**src/hdl/gecg_pkg.sv**
```systemverilog
// Shared types, constants and arithmetic helpers of the edge convolution gradient block.
package gecg_pkg;

  localparam int VADDR_MAX_W = 22;
  localparam int WADDR_MAX_W = 14;
  localparam int CNT_W = 7;
  localparam int NODE_CNT_W = 13;
  localparam int ACC_W = 48;
  localparam int Q_W = 32;
  localparam int QUEUE_DEPTH = 2;

  localparam logic [1:0] CFG_FEATURE_COUNT = 2'd0;
  localparam logic [1:0] CFG_FILTER_COUNT = 2'd1;
  localparam logic [1:0] CFG_NODE_COUNT = 2'd2;

  localparam logic [2:0] OP_LOAD_VERTEX = 3'd0;
  localparam logic [2:0] OP_LOAD_WEIGHT = 3'd1;
  localparam logic [2:0] OP_EDGE = 3'd2;
  localparam logic [2:0] OP_READ_WGRAD = 3'd3;
  localparam logic [2:0] OP_READ_VGRAD = 3'd4;
  localparam logic [2:0] OP_CLEAR = 3'd5;

  typedef struct packed {
    logic [2:0] opcode;
    logic [1:0] batch_index;
    logic [7:0] node_a;
    logic [7:0] node_b;
    logic [5:0] feature_index;
    logic [3:0] filter_index;
    logic signed [31:0] data_value;
    logic signed [31:0] upstream_gradient;
  } request_t;

  typedef struct packed {
    logic signed [47:0] result_value;
    logic status;
  } result_t;

  typedef struct packed {
    logic [CNT_W-1:0] nf;
    logic [CNT_W-1:0] nc;
    logic [NODE_CNT_W-1:0] nn;
  } limits_t;

  typedef enum logic [2:0] {
    CMD_LOAD_V,
    CMD_LOAD_W,
    CMD_EDGE,
    CMD_READ_W,
    CMD_READ_V,
    CMD_CLEAR,
    CMD_FLAG
  } cmd_kind_t;

  typedef struct packed {
    cmd_kind_t kind;
    logic [VADDR_MAX_W-1:0] vaddr;
    logic [WADDR_MAX_W-1:0] waddr;
    logic [VADDR_MAX_W-1:0] sbase;
    logic [VADDR_MAX_W-1:0] rbase;
    logic signed [Q_W-1:0] data;
    logic signed [Q_W-1:0] grad;
  } cmd_t;

  typedef enum logic [2:0] {
    ST_CLEAR,
    ST_IDLE,
    ST_DECODE,
    ST_READ,
    ST_E_ADDR,
    ST_E_MUL,
    ST_E_ACC
  } state_t;

  typedef enum logic [2:0] {
    UPD_BIAS_W,
    UPD_BIAS_R,
    UPD_WS,
    UPD_WR,
    UPD_VS,
    UPD_VR
  } upd_t;

  // Saturating 48-bit add.
  function automatic logic signed [ACC_W-1:0] sat_add(input logic signed [ACC_W-1:0] a,
                                                      input logic signed [ACC_W-1:0] b);
    logic signed [ACC_W:0] s;
    logic signed [ACC_W-1:0] r;
    s = {a[ACC_W-1], a} + {b[ACC_W-1], b};
    if (s[ACC_W] != s[ACC_W-1]) begin
      r = s[ACC_W] ? {1'b1, {(ACC_W-1){1'b0}}} : {1'b0, {(ACC_W-1){1'b1}}};
    end else begin
      r = s[ACC_W-1:0];
    end
    return r;
  endfunction

endpackage

```
**src/hdl/gecg_front.sv**
```systemverilog
// Front end: checks the ranges of a request and turns it into a command with store addresses.
module gecg_front import gecg_pkg::*; #(
  parameter int MAX_FEATURES = 16,
  parameter int MAX_FILTERS = 16,
  parameter int MAX_NODES = 256,
  parameter int MAX_BATCH = 4
) (
  input  request_t request,
  input  limits_t  lim,
  output cmd_t     cmd
);

  logic batch_ok;
  logic na_ok;
  logic nb_ok;
  logic vert_ok;
  logic w_ok;
  logic edge_ok;
  logic [VADDR_MAX_W-1:0] row_a;
  logic [VADDR_MAX_W-1:0] row_b;

  assign batch_ok = 5'(request.batch_index) < 5'(MAX_BATCH);
  assign na_ok = NODE_CNT_W'(request.node_a) < lim.nn;
  assign nb_ok = NODE_CNT_W'(request.node_b) < lim.nn;
  assign vert_ok = batch_ok && na_ok && (CNT_W'(request.feature_index) < lim.nf);
  assign w_ok = ((CNT_W+1)'(request.feature_index) <= {lim.nf, 1'b0}) &&
                (CNT_W'(request.filter_index) < lim.nc);
  assign edge_ok = batch_ok && na_ok && nb_ok;

  assign row_a = VADDR_MAX_W'(request.batch_index) * VADDR_MAX_W'(MAX_NODES) +
                 VADDR_MAX_W'(request.node_a);
  assign row_b = VADDR_MAX_W'(request.batch_index) * VADDR_MAX_W'(MAX_NODES) +
                 VADDR_MAX_W'(request.node_b);

  always_comb begin
    cmd.sbase = row_a * VADDR_MAX_W'(MAX_FEATURES);
    cmd.rbase = row_b * VADDR_MAX_W'(MAX_FEATURES);
    cmd.vaddr = cmd.sbase + VADDR_MAX_W'(request.feature_index);
    cmd.waddr = WADDR_MAX_W'(request.feature_index) * WADDR_MAX_W'(MAX_FILTERS) +
                WADDR_MAX_W'(request.filter_index);
    cmd.data = request.data_value;
    cmd.grad = request.upstream_gradient;
    unique case (request.opcode)
      OP_LOAD_VERTEX: cmd.kind = vert_ok ? CMD_LOAD_V : CMD_FLAG;
      OP_LOAD_WEIGHT: cmd.kind = w_ok ? CMD_LOAD_W : CMD_FLAG;
      OP_EDGE:        cmd.kind = edge_ok ? CMD_EDGE : CMD_FLAG;
      OP_READ_WGRAD:  cmd.kind = w_ok ? CMD_READ_W : CMD_FLAG;
      OP_READ_VGRAD:  cmd.kind = vert_ok ? CMD_READ_V : CMD_FLAG;
      OP_CLEAR:       cmd.kind = CMD_CLEAR;
      default:        cmd.kind = CMD_FLAG;
    endcase
  end

endmodule

```
**config.mk**
```make
export PLATFORM = sky130hd
export DESIGN_NAME = gecg_front
export DESIGN_NICKNAME = d
export VERILOG_FILES = /design/src/hdl/gecg_pkg.sv /design/src/hdl/gecg_front.sv
export SDC_FILE = /design/constraint.sdc
export NUM_CORES = 1
export LEC_CHECK = 0
export BUFFER_PORTS_ARGS = -buffer_cell sky130_fd_sc_hd__buf_4
export CAP_MARGIN = 10
export CORE_AREA = 5 5 101 103
export DETAILED_ROUTE_END_ITERATION = 12
export DIE_AREA = 0 0 106 108
export PLACE_DENSITY = 0.61
export SLEW_MARGIN = 0
export SYNTH_ARGS = -nofsm -noshare
export SYNTH_HDL_FRONTEND = slang
export SYNTH_SLANG_ARGS = --single-unit
```
**constraint.sdc**
```tcl
create_clock -name vclk -period 2.95
set_clock_uncertainty 0.05 [all_clocks]
set_input_delay 0 -clock vclk [all_inputs]
set_output_delay 0 -clock vclk [all_outputs]
set_load 0.1 [all_outputs]
```
==> metrics.yaml <==
outcome: "complete, no violations"
dp_hpwl_um: 4630
synth.top_cell.area_share_pct: 51.3
setup_viol: 0
crit_arrival_ns: 1.79
diodes: 0
powerDensity_nw_per_um2: 439
track_usage_pct: 8.94
layout-drive-gt1-share_pct: 33.0
syn_area_per_cell_um2: 7.52
nFlopsAndLatches: 0
ios: 269
fp.dieW_um: 106
maxSlewHeadroom_pct: 31.8
start_util_pct: 21.4
fin_nets: 484
chipHeight_um: 108
synth_warnings: 0
num-fill-cells: 996
synthTopCellsByArea: "buf_4 51%, ha_1 19%, inv_1 4.2%"
setup-tns-final_ns: 0
drt_first_pass_iters: 4
synth_top_cell_by_area: "buf_4"
post-route-drc-count: 0
clock_buffers: 0
p_leak_nw: 1.43
portBuffers: 106
post-route-period-util_pct: 62.5
slew_violations: 0
cp.required_ns: 2.90
post_cts_buffers: 0
synthCells: 259
synth_cell_types: 34
min_path_type: "input pin to primary output"
grt_max_degree: 7
syn_area_um2: 1950
finalPower_mw: 1.16
tightest_slew_ns: 1.02
regArea_um2: 0
worstPathMaxFanout: 5
max_cap_viol_count: 0
grt_first_pass_wirelength_um: 8540
hold_viol_final: 0
drt-vias-per-instance: 3.92
start_kind: "input pin"
ys_seq_area_share_pct: 0
cts-resized-gates: 0
routed_wl_um: 6290
wl_per_cell_um: 14.3
area_delta_synth_final_pct: 36.2
period_needed_ns: 1.84
max-vdd-ir-drop_uv: 171
rsz0062_at_grt: "no"
grt_pass1_vias: 1769
overflow: 0
design.die.area_um2: 11400
core_um2: 9110
vias: 1729
drtAntennaViolNets: 0
row_count: 35
cp-end-kind: "primary output"
gp_congestion: 0.666
critical_path_class: "input pin to primary output"
drt_iter0_markers: 28
fmax_mhz: 543
antenna_found_initial: 0
## Yosys cell counts (2+ instances only)
| cell | instances |
|---|---|
| and3_1 | 5 |
| a21oi_1 | 7 |
| a22oi_1 | 2 |
| o21ai_0 | 3 |
| o211ai_1 | 2 |
| nor2b_1 | 3 |
| nand2_1 | 6 |
| ha_1 | 29 |
| xor2_1 | 3 |
| a221oi_1 | 2 |
| nand2b_1 | 3 |
| xnor2_1 | 5 |
| nor2_1 | 3 |
| nand3_1 | 6 |
| inv_1 | 22 |
| nor3_1 | 3 |
| a21o_1 | 6 |
| buf_4 | 133 |
## critical path, cell delays in order
cell	delay, ns
buf_4	0.14
ha_1	0.32
and3_1	0.22
a221oi_2	0.25
o21ai_1	0.13
o311ai_1	0.32
o211ai_1	0.15
buf_4	0.26
## area by class of cell
| type | instances | area, µm² | area share, % |
|---|---|---|---|
| tap | 111 | 139 | 5.24 |
| timing repair buffer | 170 | 1440 | 54.2 |
| multi-input combinational | 138 | 995 | 37.5 |
| inverter | 22 | 82.6 | 3.11 |
## final timing paths
check                 slack, ns        to   startpoint  depth (start not counted)
worst max-delay path       1.11  cmd[146]  request[89]                          8
worst min-delay path       0.29  cmd[108]  request[64]                          2
## timing repair
| action | CTS | global route |
|---|---|---|
| setup endpoints to repair | 0 | 0 |
| hold endpoints to repair | 64 | 0 |
| hold buffers | 64 | 0 |
## per-stage QoR
stage | instance area [µm²] | utilization, % | hold slack (ns) | setup WS (ns) | std cells
4_1_cts | 2650 | 29.1 | 0.286 | 1.06 | 441
2_1_floorplan | 2080 | - | 0.162 | 0.456 | 293
6_report | 2650 | 29.1 | 0.286 | 1.11 | 441
5_1_grt | 2650 | 29.1 | 0.292 | 0.956 | 441
3_5_place_dp | 2010 | 22.1 | -0.0493 | 1.07 | 377
3_3_place_gp | 2010 | 22.1 | -0.0493 | 1.09 | 377
## placed cells by master (no fill, tap or decap)
cell             n
a21oi_1          7
a31oi_1          1
o21ai_0          3
buf_4          106
xor2_1           3
and3_1           5
and2_1           1
nand2_1          6
ha_1            29
nor2_1           3
nor3_1           3
conb_1          35
nor3_2           1
nand2b_1         3
a41o_1           1
a22oi_1          2
nor2b_1          3
fa_1             1
dlygate4sd3_1   64
nand4_1          1
nor4b_1          1
inv_1           22
o211ai_1         2
o21ai_1          1
a21o_1           6
xnor2_1          5
a221oi_1         2
o21a_1           1
o311ai_1         1
a211oi_1         1
a221o_1          1
or4_4            1
o21bai_1         1
nand3_1          6
a221oi_2         1
## power breakdown
part / total, mW / switching [mW] / leakage (nW) / internal [mW]
logic: 1.16 / 0.955 / 1.43 / 0.208
clock network: 0 / 0 / 0 / 0
registers: 0 / 0 / 0 / 0
total: 1.16 / 0.955 / 1.43 / 0.208
## per-layer routing
metal	vias to the layer above	track usage [%]	part of all wire (%)
met5	-	0	0
met4	0	0.370	0.49
met3	2	1.85	9.6
met2	128	19.4	58
met1	767	8.97	32
li1	832	-	-
## cells by family after synthesis
family                   share of synthesized area (%)
other                                            0.192
AO/OA/AOI/OAI                                     11.3
AND/OR/NAND/NOR                                   9.76
buffers and inverters                             55.5
XOR/XNOR                                          3.60
adder cells (fa/ha/maj)                           19.7
Note: power is estimated with default switching activity, not from simulation.
