$ cat config.mk
export PLATFORM = sky130hd
export DESIGN_NAME = gecg_fifo
export DESIGN_NICKNAME = d
export VERILOG_FILES = /design/src/hdl/gecg_pkg.sv /design/src/hdl/gecg_fifo.sv
export SDC_FILE = /design/constraint.sdc
export NUM_CORES = 1
export LEC_CHECK = 0
export ABC_AREA = 1
export BUFFER_PORTS_ARGS = -buffer_cell sky130_fd_sc_hd__buf_2
export CORE_AREA = 2 2 144 146
export DETAILED_ROUTE_END_ITERATION = 8
export DIE_AREA = 0 0 146 148
export PLACE_DENSITY_LB_ADDON = 0.08
export SKIP_CTS_REPAIR_TIMING = 1
export SYNTH_ARGS = -nofsm -noshare
export SYNTH_HDL_FRONTEND = slang
export SYNTH_SLANG_ARGS = --single-unit
$ cat constraint.sdc
create_clock -name clk -period 16.59 [get_ports clk]
set_input_delay 1.659 -clock clk [delete_from_list [all_inputs] [get_ports clk]]
set_output_delay 1.659 -clock clk [all_outputs]
set_load 0.03 [all_outputs]
$ cat src/hdl/gecg_pkg.sv
// Shared types, constants and arithmetic helpers of the edge convolution gradient block.
package gecg_pkg;

  localparam int VADDR_MAX_W = 22;
  localparam int WADDR_MAX_W = 14;
  localparam int CNT_W = 7;
  localparam int NODE_CNT_W = 13;
  localparam int ACC_W = 48;
  localparam int Q_W = 32;
  localparam int QUEUE_DEPTH = 2;

  localparam logic [1:0] CFG_FEATURE_COUNT = 2'd0;
  localparam logic [1:0] CFG_FILTER_COUNT = 2'd1;
  localparam logic [1:0] CFG_NODE_COUNT = 2'd2;

  localparam logic [2:0] OP_LOAD_VERTEX = 3'd0;
  localparam logic [2:0] OP_LOAD_WEIGHT = 3'd1;
  localparam logic [2:0] OP_EDGE = 3'd2;
  localparam logic [2:0] OP_READ_WGRAD = 3'd3;
  localparam logic [2:0] OP_READ_VGRAD = 3'd4;
  localparam logic [2:0] OP_CLEAR = 3'd5;

  typedef struct packed {
    logic [2:0] opcode;
    logic [1:0] batch_index;
    logic [7:0] node_a;
    logic [7:0] node_b;
    logic [5:0] feature_index;
    logic [3:0] filter_index;
    logic signed [31:0] data_value;
    logic signed [31:0] upstream_gradient;
  } request_t;

  typedef struct packed {
    logic signed [47:0] result_value;
    logic status;
  } result_t;

  typedef struct packed {
    logic [CNT_W-1:0] nf;
    logic [CNT_W-1:0] nc;
    logic [NODE_CNT_W-1:0] nn;
  } limits_t;

  typedef enum logic [2:0] {
    CMD_LOAD_V,
    CMD_LOAD_W,
    CMD_EDGE,
    CMD_READ_W,
    CMD_READ_V,
    CMD_CLEAR,
    CMD_FLAG
  } cmd_kind_t;

  typedef struct packed {
    cmd_kind_t kind;
    logic [VADDR_MAX_W-1:0] vaddr;
    logic [WADDR_MAX_W-1:0] waddr;
    logic [VADDR_MAX_W-1:0] sbase;
    logic [VADDR_MAX_W-1:0] rbase;
    logic signed [Q_W-1:0] data;
    logic signed [Q_W-1:0] grad;
  } cmd_t;

  typedef enum logic [2:0] {
    ST_CLEAR,
    ST_IDLE,
    ST_DECODE,
    ST_READ,
    ST_E_ADDR,
    ST_E_MUL,
    ST_E_ACC
  } state_t;

  typedef enum logic [2:0] {
    UPD_BIAS_W,
    UPD_BIAS_R,
    UPD_WS,
    UPD_WR,
    UPD_VS,
    UPD_VR
  } upd_t;

  // Saturating 48-bit add.
  function automatic logic signed [ACC_W-1:0] sat_add(input logic signed [ACC_W-1:0] a,
                                                      input logic signed [ACC_W-1:0] b);
    logic signed [ACC_W:0] s;
    logic signed [ACC_W-1:0] r;
    s = {a[ACC_W-1], a} + {b[ACC_W-1], b};
    if (s[ACC_W] != s[ACC_W-1]) begin
      r = s[ACC_W] ? {1'b1, {(ACC_W-1){1'b0}}} : {1'b0, {(ACC_W-1){1'b1}}};
    end else begin
      r = s[ACC_W-1:0];
    end
    return r;
  endfunction

endpackage

$ cat src/hdl/gecg_fifo.sv
// Short command queue between the front end and the execution unit.
module gecg_fifo import gecg_pkg::*; (
  input  logic clk,
  input  logic rst,
  input  logic push,
  input  cmd_t push_data,
  input  logic pop,
  output cmd_t pop_data,
  output logic empty,
  output logic full
);

  localparam int PW = (QUEUE_DEPTH > 1) ? $clog2(QUEUE_DEPTH) : 1;
  localparam int CW = $clog2(QUEUE_DEPTH + 1);

  cmd_t entries [QUEUE_DEPTH];
  logic [PW-1:0] wr_ptr;
  logic [PW-1:0] rd_ptr;
  logic [CW-1:0] count;

  assign empty = (count == '0);
  assign full = (count == CW'(QUEUE_DEPTH));
  assign pop_data = entries[rd_ptr];

  always_ff @(posedge clk) begin
    if (push) begin
      entries[wr_ptr] <= push_data;
    end
  end

  always_ff @(posedge clk) begin
    if (rst) begin
      wr_ptr <= '0;
      rd_ptr <= '0;
      count <= '0;
    end else begin
      if (push) begin
        wr_ptr <= (wr_ptr == PW'(QUEUE_DEPTH - 1)) ? '0 : wr_ptr + PW'(1);
      end
      if (pop) begin
        rd_ptr <= (rd_ptr == PW'(QUEUE_DEPTH - 1)) ? '0 : rd_ptr + PW'(1);
      end
      if (push && !pop) begin
        count <= count + CW'(1);
      end else if (pop && !push) begin
        count <= count - CW'(1);
      end
    end
  end

endmodule

==> run_results.csv, run 1 <==
group,metric,value,unit
placement,portBuffers,299,
die,die_w,146,µm
yosys,yosys_warnings,0,
critical_path,required,14.93,ns
min_path,whs_endpoint,"count[0]$_SDFFE_PP0P_",
critical_path,crit_fanout,94,
route,post-route-drc-count,0,
yosys,yosysSeqAreaShare,82.0,%
die,chipHeight,148,µm
layout,filler_cell_count,1423,
clock_tree,cts_max_path_buffers,3,
critical_path,rr_worst_depth,3,
global_route,grt_usage,19.4,%
yosys,synth_nets,642,
layout,multi_input_area,1760,µm²
route,drt.antenna.violating_nets,0,
route,routedWlPerCell,19.5,µm
sta,fmax,210,MHz
layout,drive_gt1_share,58.9,%
placement,gp_congestion,0.764,
critical_path,worst_setup_path_start_kind,"flip-flop",
min_path,holdPathStages,2,
critical_path,critPathArrivalTime,3.11,ns
critical_path,worstSetupPathType,"flip-flop to primary output",
clock_tree,cts_made_buffers,30,
sta,fin_tns_setup,0,ns
sta,worst_pin_slew,1.24,ns
layout,fin_nets,961,
die,start_util,54.3,%
sta,rsz0062_at_grt,"no",
placement,hpwl,14000,µm
critical_path,reg2reg_to,"entries[1][58]$_DFFE_PP_",
global_route,grt_first_pass_wirelength,32400,µm
route,first_iter_violations,228,
yosys,syn_avg_cell_area,22.2,µm²
clock_tree,cts.sinks,299,
min_path,hp-class,"flip-flop to flip-flop",
clock_tree,root_buffer,"clkbuf_16",
die,rows,52,
die,core-area,20000,µm²
sta,maxSlewHeadroom,17.4,%
critical_path,cp-end-kind,"primary output",
sta,finClkSkew,0.00621,ns
sta,slew_viol_final,0,
clock_tree,clk_pin_slew_worst_paths,0.06,ns
global_route,grt_pass1_vias,6030,
die,ios,300,
yosys,syn_inst,490,
yosys,ys_seq_elements,299,
power,ir_worst_vdd,87.1,µV
sta,final.min_clock_period,4.77,ns
clock_tree,clock_latency,0.53,ns
global_route,antenna_found_initial,10,
sta,hold_violations,0,
global_route,grt_max_degree,95,
die,die_area,21600,µm²
power,powerDensity,129,nW/µm²
outcome,status,"finished clean",
layout,area_delta_synth_final,24.3,%
yosys,synth_cell_type_count,15,
critical_path,r2r_start,"wr_ptr$_SDFFE_PP0P_",
sta,finalSetupViolCount,0,
job,cap_viol_max_count,0,
clock_tree,tritoncts,"done",
clock_tree,htree_levels,1,
power,power.leakage,5.08,nW
sta,hold-worst-slack,0.536,ns
min_path,hp-start,"count[0]$_SDFFE_PP0P_",
sta,finalCritPeriodShare,28.8,%
layout,seqCellArea,8930,µm²
route,via_count,5590,
critical_path,rrSetupSlack,14.24,ns
global_route,grt-ovfl-total,0,
route,drt_wl_total,21600,µm
yosys,syn_area,10900,µm²
route,drt_pass1_iterations,4,
route,viasPerCell,5.05,
metrics by stage:
stage | worst slack [ns] | utilization (%) | instance area [µm²] | cells | power, mW
after floorplan | 8.08 | - | 10900 | 490 | 1.06
after global routing | 11.63 | 67.5 | 13500 | 1107 | 1.81
after detailed placement | 12.35 | 62.8 | 12600 | 1047 | 1.13
final | 11.82 | 67.5 | 13500 | 1107 | 1.74
after CTS | 11.77 | 67.5 | 13500 | 1103 | 1.76
after global placement | 12.37 | 62.8 | 12600 | 1047 | 1.12
layout by cell type, fill, tap and decap left out:
cell and count:
clkbuf_1 9, inv_1 8, buf_2 299, inv_6 1
nand4_1 1, nand2_1 5, edfxtp_1 294, nand3_1 1
nor3_1 1, o21ai_0 1, a21oi_1 1, bufinv_16 2
dfxtp_1 4, mux2_2 147, clkinv_1 9, nor2_4 1
clkbuf_16 31, nor2_1 6, ha_1 1, xnor2_1 1
diode_2 4, dfxtp_4 1, clkinv_2 4, clkinvlp_4 1
buf_4 4
cells in the mapped netlist (all sizes together):
library cell	number	area [µm²]
ha	1	12.5
a21oi	1	5.00
nor2	7	26.3
nand2	5	18.8
mux2	147	1660
xnor2	1	8.76
dfxtp	5	100
inv	9	33.8
nor3	1	5.00
o21ai	1	5.00
nand3	1	5.00
buf	16	174
nand4	1	6.26
edfxtp	294	8830
worst max-delay path: stages, from the launching register on:
cell,delay (ns)
dfxtp_4,0.81
buf_4,1.03
mux2_2,0.45
buf_2,0.19
worst max path at each step:
stage	slack, ns	cells after the start	from	to
floorplan	8.08	2	push	entries[0][0]$_DFFE_PP_
global placement	12.37	3	flip-flop	pop_data[132]
detailed placement	12.35	3	flip-flop	pop_data[133]
CTS	11.77	3	flip-flop	pop_data[133]
global route	11.63	3	flip-flop	pop_data[133]
finish	11.82	3	flip-flop	pop_data[42]
cell families after synthesis:
logic type | after synthesis | share of synthesized area (%)
DFF | 299 | 82.0
muxes | 147 | 15.2
buffers and inverters | 25 | 1.91
and+or+nand+nor | 15 | 0.563
AOI/OAI and AO/OA | 2 | 0.0919
xor gates and xnor gates | 1 | 0.0805
adders and majority gates | 1 | 0.115
sequential cells by signal (all words and copies together), names as in the netlist, named ones only:
register  count
entries     294
count         2
rd_ptr        1
wr_ptr        1
routing by layer:
layer,share of wire (%),track usage [%]
met5,0.21,0
met4,1.7,5.73
met3,8.4,6.48
met2,52,34.3
met1,38,22.8
where the power goes:
group	internal [mW]	total [mW]	switching [mW]
Combinational	0.0772	0.221	0.144
Sequential	0.876	0.890	0.0139
Clock	0.371	0.632	0.261
area by class of cell:
cell class,instances,area share [%]
diodes,4,0.0740
clock buffers,40,5.98
clock inverters,16,0.897
inverters,9,0.287
multi-input cells,166,13.0
flip-flops and latches,299,66.0
well taps,270,2.50
repair buffers,303,11.3
(Power assumes the default switching activity.)
==> run 2, diff against run 1 <==
Settings changed: ABC_AREA 1 to 0, CORE_AREA 2 2 144 146 to 2 2 148 150, DIE_AREA 0 0 146 148 to 0 0 150 152.
Clock period 16.59 ns to 4.85 ns, I/O delays scaled along.
==> run 2 against run 1 <==
Net effect:
- sequential share of layout area increased by 0.20 points
- count of clock-buffer cells in the layout fell by 8
- register-to-register slack lost 11 ns
- wire length down 4.6%
- die area rose by 5.5%
- sequential power increased to 3.5 times the previous value
- total power rose to 3.4 times the previous value
- area after synthesis shrank 0.18%
- largest power group unchanged
==> run_results.csv, run 2 <==
group,metric,value,unit
outcome,status,"finished clean",
layout,top_regs,"entries x294, count x2",
min_path,hp-class,"primary input to flip-flop",
route,drt_wl_total,20600,µm
placement,placed_cells,1046,
clock_tree,cts_made_buffers,29,
sta,hold_violations,0,
global_route,grt_usage,17.5,%
layout,fin_nets,949,
clock_tree,root_buffer,"clkbuf_16",
route,drt.antenna.violating_nets,0,
critical_path,r2r_start,"wr_ptr$_SDFFE_PP0P_",
global_route,grt_first_pass_wirelength,30900,µm
job,cap_viol_max_count,0,
yosys,yosysSeqAreaShare,82.2,%
layout,largest_reg_flops,294,
route,post-route-drc-count,0,
placement,portBuffers,299,
route,viasPerCell,4.96,
critical_path,crit_fanout,87,
die,start_util,50.9,%
yosys,post-synth-top-count-cell,"edfxtp_1",
power,power.leakage,5.04,nW
global_route,grt_pass1_vias,5786,
yosys,ys_seq_elements,299,
power,swShare,24.3,%
yosys,synth_top_area_cell,"edfxtp_1",
yosys,synth_nets,631,
critical_path,critPathArrivalTime,2.72,ns
critical_path,worstSetupPathType,"flip-flop to primary output",
critical_path,worst_setup_path_start_kind,"flip-flop",
die,rows,54,
power,power.switching,1.44,mW
sta,hold-worst-slack,0.141,ns
yosys,yosys_warnings,0,
sta,slew_viol_final,0,
layout,final_util,63.2,%
critical_path,required,4.37,ns
route,routedWlPerCell,18.7,µm
yosys,syn_inst,479,
placement,gp_congestion,0.787,
layout,area_delta_synth_final,24.2,%
sta,finalSetupViolCount,0,
sta,fmax,312,MHz
placement,hpwl,13800,µm
yosys,synth-edff-count,294,
yosys,ys.flop_type,"edfxtp_1",
sta,final.min_clock_period,3.21,ns
sta,finClkSkew,0.00794,ns
power,ir_worst_vdd,348,µV
critical_path,rrSetupSlack,2.76,ns
sta,worst_pin_slew,1.19,ns
yosys,synth_commonest_cells,"edfxtp_1 (294), mux2_2 (147), buf_6 (15), dfxtp_1 (5), nor2_1 (5)",
die,die_w,150,µm
global_route,antenna_found_initial,8,
yosys,async_reset_ff_share,0,%
clock_tree,tritoncts,"done",
power,internal-power,4.49,mW
layout,stdcell_count,1100,
layout,drive_gt1_share,60.4,%
global_route,grt-ovfl-total,0,
power,powerDensity,439,nW/µm²
die,die_area,22800,µm²
yosys,syn_avg_cell_area,22.7,µm²
sta,fin_tns_setup,0,ns
sta,rsz0062_at_grt,"no",
yosys,syn_area,10900,µm²
clock_tree,cts.sinks,299,
die,ios,300,
critical_path,cp-end-kind,"primary output",
power,combPwrFrac,13.3,%
yosys,synth_area_leaders,"edfxtp_1 (81%), mux2_2 (15%), buf_6 (1.6%), dfxtp_1 (0.92%), nor2_1 (0.17%)",
yosys,synth_cell_type_count,16,
route,first_iter_violations,237,
clock_tree,cts_max_path_buffers,3,
route,drt_pass1_iterations,4,
sta,maxSlewHeadroom,20.9,%
route,via_count,5458,
clock_tree,clock_latency,0.53,ns
sta,finalCritPeriodShare,66.1,%
clock_tree,htree_levels,1,
power,clkPwrFrac,34.6,%
clock_tree,clk_pin_slew_worst_paths,0.06,ns
global_route,grt_max_degree,88,
layout,final_common_cell,"buf_2",
yosys,synth_top_cell_area_share,81.3,%
die,core-area,21400,µm²
power,power_frac_seq,52.0,%
die,chipHeight,152,µm
min_path,hp-start,"push_data[28]",
layout,layout_common_cells,"buf_2 (299), edfxtp_1 (294), mux2_2 (147)",
layout,regMostFlops,"entries",
-- run 2: area by class of cell --
class / count / area (µm²)
clock buffers: 32 / 737
flip-flops and latches: 299 / 8930
fillers: 1602 / 7860
clock inverters: 16 / 133
repair buffers: 303 / 1550
inverters: 1 / 3.75
well taps: 280 / 350
diodes: 6 / 15.0
multi-input cells: 163 / 1770
-- run 2: kinds of logic (layout without fill, tap and decap cells) --
kind of cell             after synthesis  in the layout  share of synthesized area [%]
other                                  0              6                              0
buffers and inverters                 17            352                           1.64
AND/OR/NAND/NOR                        9              9                          0.415
adder cells (fa/ha/maj)                1              1                          0.115
XOR/XNOR                               4              4                          0.323
flip-flops                           299            299                           82.2
AO/OA/AOI/OAI                          2              2                         0.0920
multiplexers                         147            147                           15.2
-- run 2: final timing paths --
path / to / depth (start not counted)
worst min-delay path: entries[0][28]$_DFFE_PP_ / 1
worst max register to register: entries[1][70]$_DFFE_PP_ / 2
worst max-delay path: pop_data[126] / 3
worst min register to register: count[1]$_SDFFE_PP0P_ / 2
-- run 2: layer usage --
metal	routed length (µm)	vias up	part of all wire [%]	global-route usage, %
met5	13	-	0.063	0
met4	507	2	2.5	5.44
met3	2050	29	10	6.25
met2	10300	219	50	29.9
met1	7750	2670	38	20.8
li1	-	2538	-	-
-- run 2: stage by stage --
stage	total power [mW]	area, µm²	setup WS, ns
after floorplan	3.69	10900	0.0955
after global placement	3.92	12600	2.17
after detailed placement	3.94	12600	2.16
after CTS	5.99	13500	1.58
after global routing	6.15	13500	1.48
final	5.93	13500	1.64
-- run 2: critical path: stages, from the launching register on --
cell	delay (ns)
dfxtp_4	1.10
buf_12	0.38
mux2_2	0.40
buf_2	0.19
-- run 2: power groups by stage --
| stage | clock, mW | combinational (mW) | sequential (mW) |
|---|---|---|---|
| 6_report | 2.05 | 0.791 | 3.08 |
| 5_1_grt | 2.22 | 0.840 | 3.10 |
| 4_1_cts | 2.10 | 0.803 | 3.09 |
| 3_5_place_dp | 0 | 0.799 | 3.14 |
| 3_3_place_gp | 0 | 0.789 | 3.13 |
| 2_1_floorplan | 0 | 0.580 | 3.11 |
==> run 3, diff against run 2 <==
Settings changed: CORE_AREA 2 2 148 150 to 2 2 156 158, DIE_AREA 0 0 150 152 to 0 0 158 160.
Clock period 4.85 ns to 2.76 ns, I/O delays scaled along.
==> run 3 against run 2 <==
Net effect:
- count of clock-buffer cells in the layout grew 1
- first-iteration DRC count grew 11%
- worst setup slack lost 1.2 ns
- sequential cell count is the same
- total power grew 85%
- utilization grew 0.56 points
- register-to-register slack lost 1.3 ns
- critical endpoint is now pop_data[86]
- largest cell class unchanged
- largest power group unchanged
==> run_results.csv, run 3 (synthesis results as in run 2) <==
group,metric,value,unit
sta,fmax,426,MHz
clock_tree,root_buffer,"clkbuf_16",
critical_path,cp_cell_sequence,"buf_12 > mux2_2 > buf_2",
critical_path,path_delay_family,"flip-flops",
layout,diodes,0,
global_route,grt_first_pass_wirelength,31400,µm
route,via_count,6050,
power,powerDensity,721,nW/µm²
global_route,met2_usage,28.0,%
route,viasPerCell,4.69,
global_route,grt_usage,16.1,%
sta,hold-worst-slack,0.0247,ns
outcome,status,"finished clean",
sta,maxSlewHeadroom,67.2,%
layout,regMostFlops,"entries",
global_route,antenna_found_initial,0,
critical_path,critPathArrivalTime,2.07,ns
die,rows,57,
layout,layout_common_cells,"buf_2 (299), edfxtp_1 (294), dlygate4sd3_1 (148)",
placement,portBuffers,299,
placement,hpwl,14000,µm
layout,area_delta_synth_final,39.8,%
die,die_area,25300,µm²
power,ir_worst_vdd,494,µV
die,chipHeight,160,µm
sta,slew_viol_final,0,
global_route,met3_usage,5.35,%
global_route,grt_pass1_vias,5881,
sta,hold_violations,0,
route,drt_pass1_iterations,4,
route,drt_wl_total,22600,µm
layout,fin_nets,1102,
die,start_util,45.6,%
sta,finalCritPeriodShare,85.1,%
critical_path,critPathMaxStageDelay,0.57,ns
layout,top_regs,"entries x294, count x2",
global_route,top_usage_layer,"met2",
route,drt.antenna.violating_nets,0,
die,die_w,158,µm
global_route,met1_usage,18.7,%
clock_tree,clk_pin_slew_worst_paths,0.06,ns
critical_path,cp-end-kind,"primary output",
clock_tree,cts_made_buffers,30,
route,routedWlPerCell,17.5,µm
clock_tree,htree_levels,1,
clock_tree,cts_max_path_buffers,3,
job,cap_viol_max_count,0,
clock_tree,clock_latency,0.54,ns
critical_path,required,2.48,ns
placement,gp_congestion,0.739,
route,post-route-drc-count,0,
layout,final_common_cell,"buf_2",
critical_path,worstSetupPathType,"flip-flop to primary output",
power,power.leakage,5.73,nW
sta,worst_pin_slew,0.492,ns
critical_path,worst_setup_path_start_kind,"flip-flop",
layout,drive_gt1_share,51.4,%
min_path,hp-class,"primary input to flip-flop",
route,first_iter_violations,262,
critical_path,crit_buf_inv,2,
die,ios,300,
clock_tree,tritoncts,"done",
global_route,grt-ovfl-total,0,
sta,final.min_clock_period,2.35,ns
layout,final_util,63.7,%
sta,finalSetupViolCount,0,
sta,rsz0062_at_grt,"no",
sta,finClkSkew,0.00869,ns
critical_path,cp_slowest_cell,"dfxtp_4",
layout,largest_reg_flops,294,
die,core-area,23800,µm²
clock_tree,cts.sinks,299,
global_route,grt_max_degree,79,
critical_path,crit_fanout,54,
[run 3: final timing paths]
path	start	to	slack [ns]	cells past startpoint
worst max-delay path	flip-flop	pop_data[86]	0.41	3
worst min-delay path	pop	flip-flop	0.02	3
worst max register to register	wr_ptr$_SDFFE_PP0P_	entries[1][67]$_DFFE_PP_	1.41	2
worst min register to register	count[1]$_SDFFE_PP0P_	count[1]$_SDFFE_PP0P_	0.50	2
[run 3: tightest hold or removal path, cell delays in order]
cell,delay (ns)
buf_2,0.09
xnor2_1,0.07
nor2_1,0.08
[run 3: final cells by class]
type                            count  area (µm²)
Fill cell                        1714        8640
Inverter                            1        3.75
Clock buffer                       33         783
Timing Repair Buffer              455        3110
Tap cell                          324         405
Sequential cell                   299        8930
Clock inverter                     16         176
Multi-Input combinational cell    163        1770
[run 3: metrics by stage]
step | worst slack, ns | instances | total power, mW | TNS [ns] | instance area, µm²
global placement | 0.931 | 1094 | 6.92 | 0 | 12700
CTS | 0.348 | 1143 | 10.9 | 0 | 13700
global route | 0.324 | 1291 | 11.3 | 0 | 15200
finish | 0.411 | 1291 | 11.0 | 0 | 15200
detailed placement | 0.923 | 1094 | 6.95 | 0 | 12700
floorplan | -0.166 | 479 | 6.47 | -24.33 | 10900
[run 3: power by group]
part           total (mW)  internal [mW]  switching [mW]
Clock                3.94           2.38            1.56
Sequential           5.38           5.30          0.0755
Combinational        1.64          0.650           0.987
Total                11.0           8.33            2.62
[run 3: metal layers]
layer,share of wire [%],vias up,routed length (µm)
met5,0,-,0
met4,2.0,0,459
met3,7.1,33,1610
met2,52,211,11900
met1,38,2962,8690
li1,-,2844,-
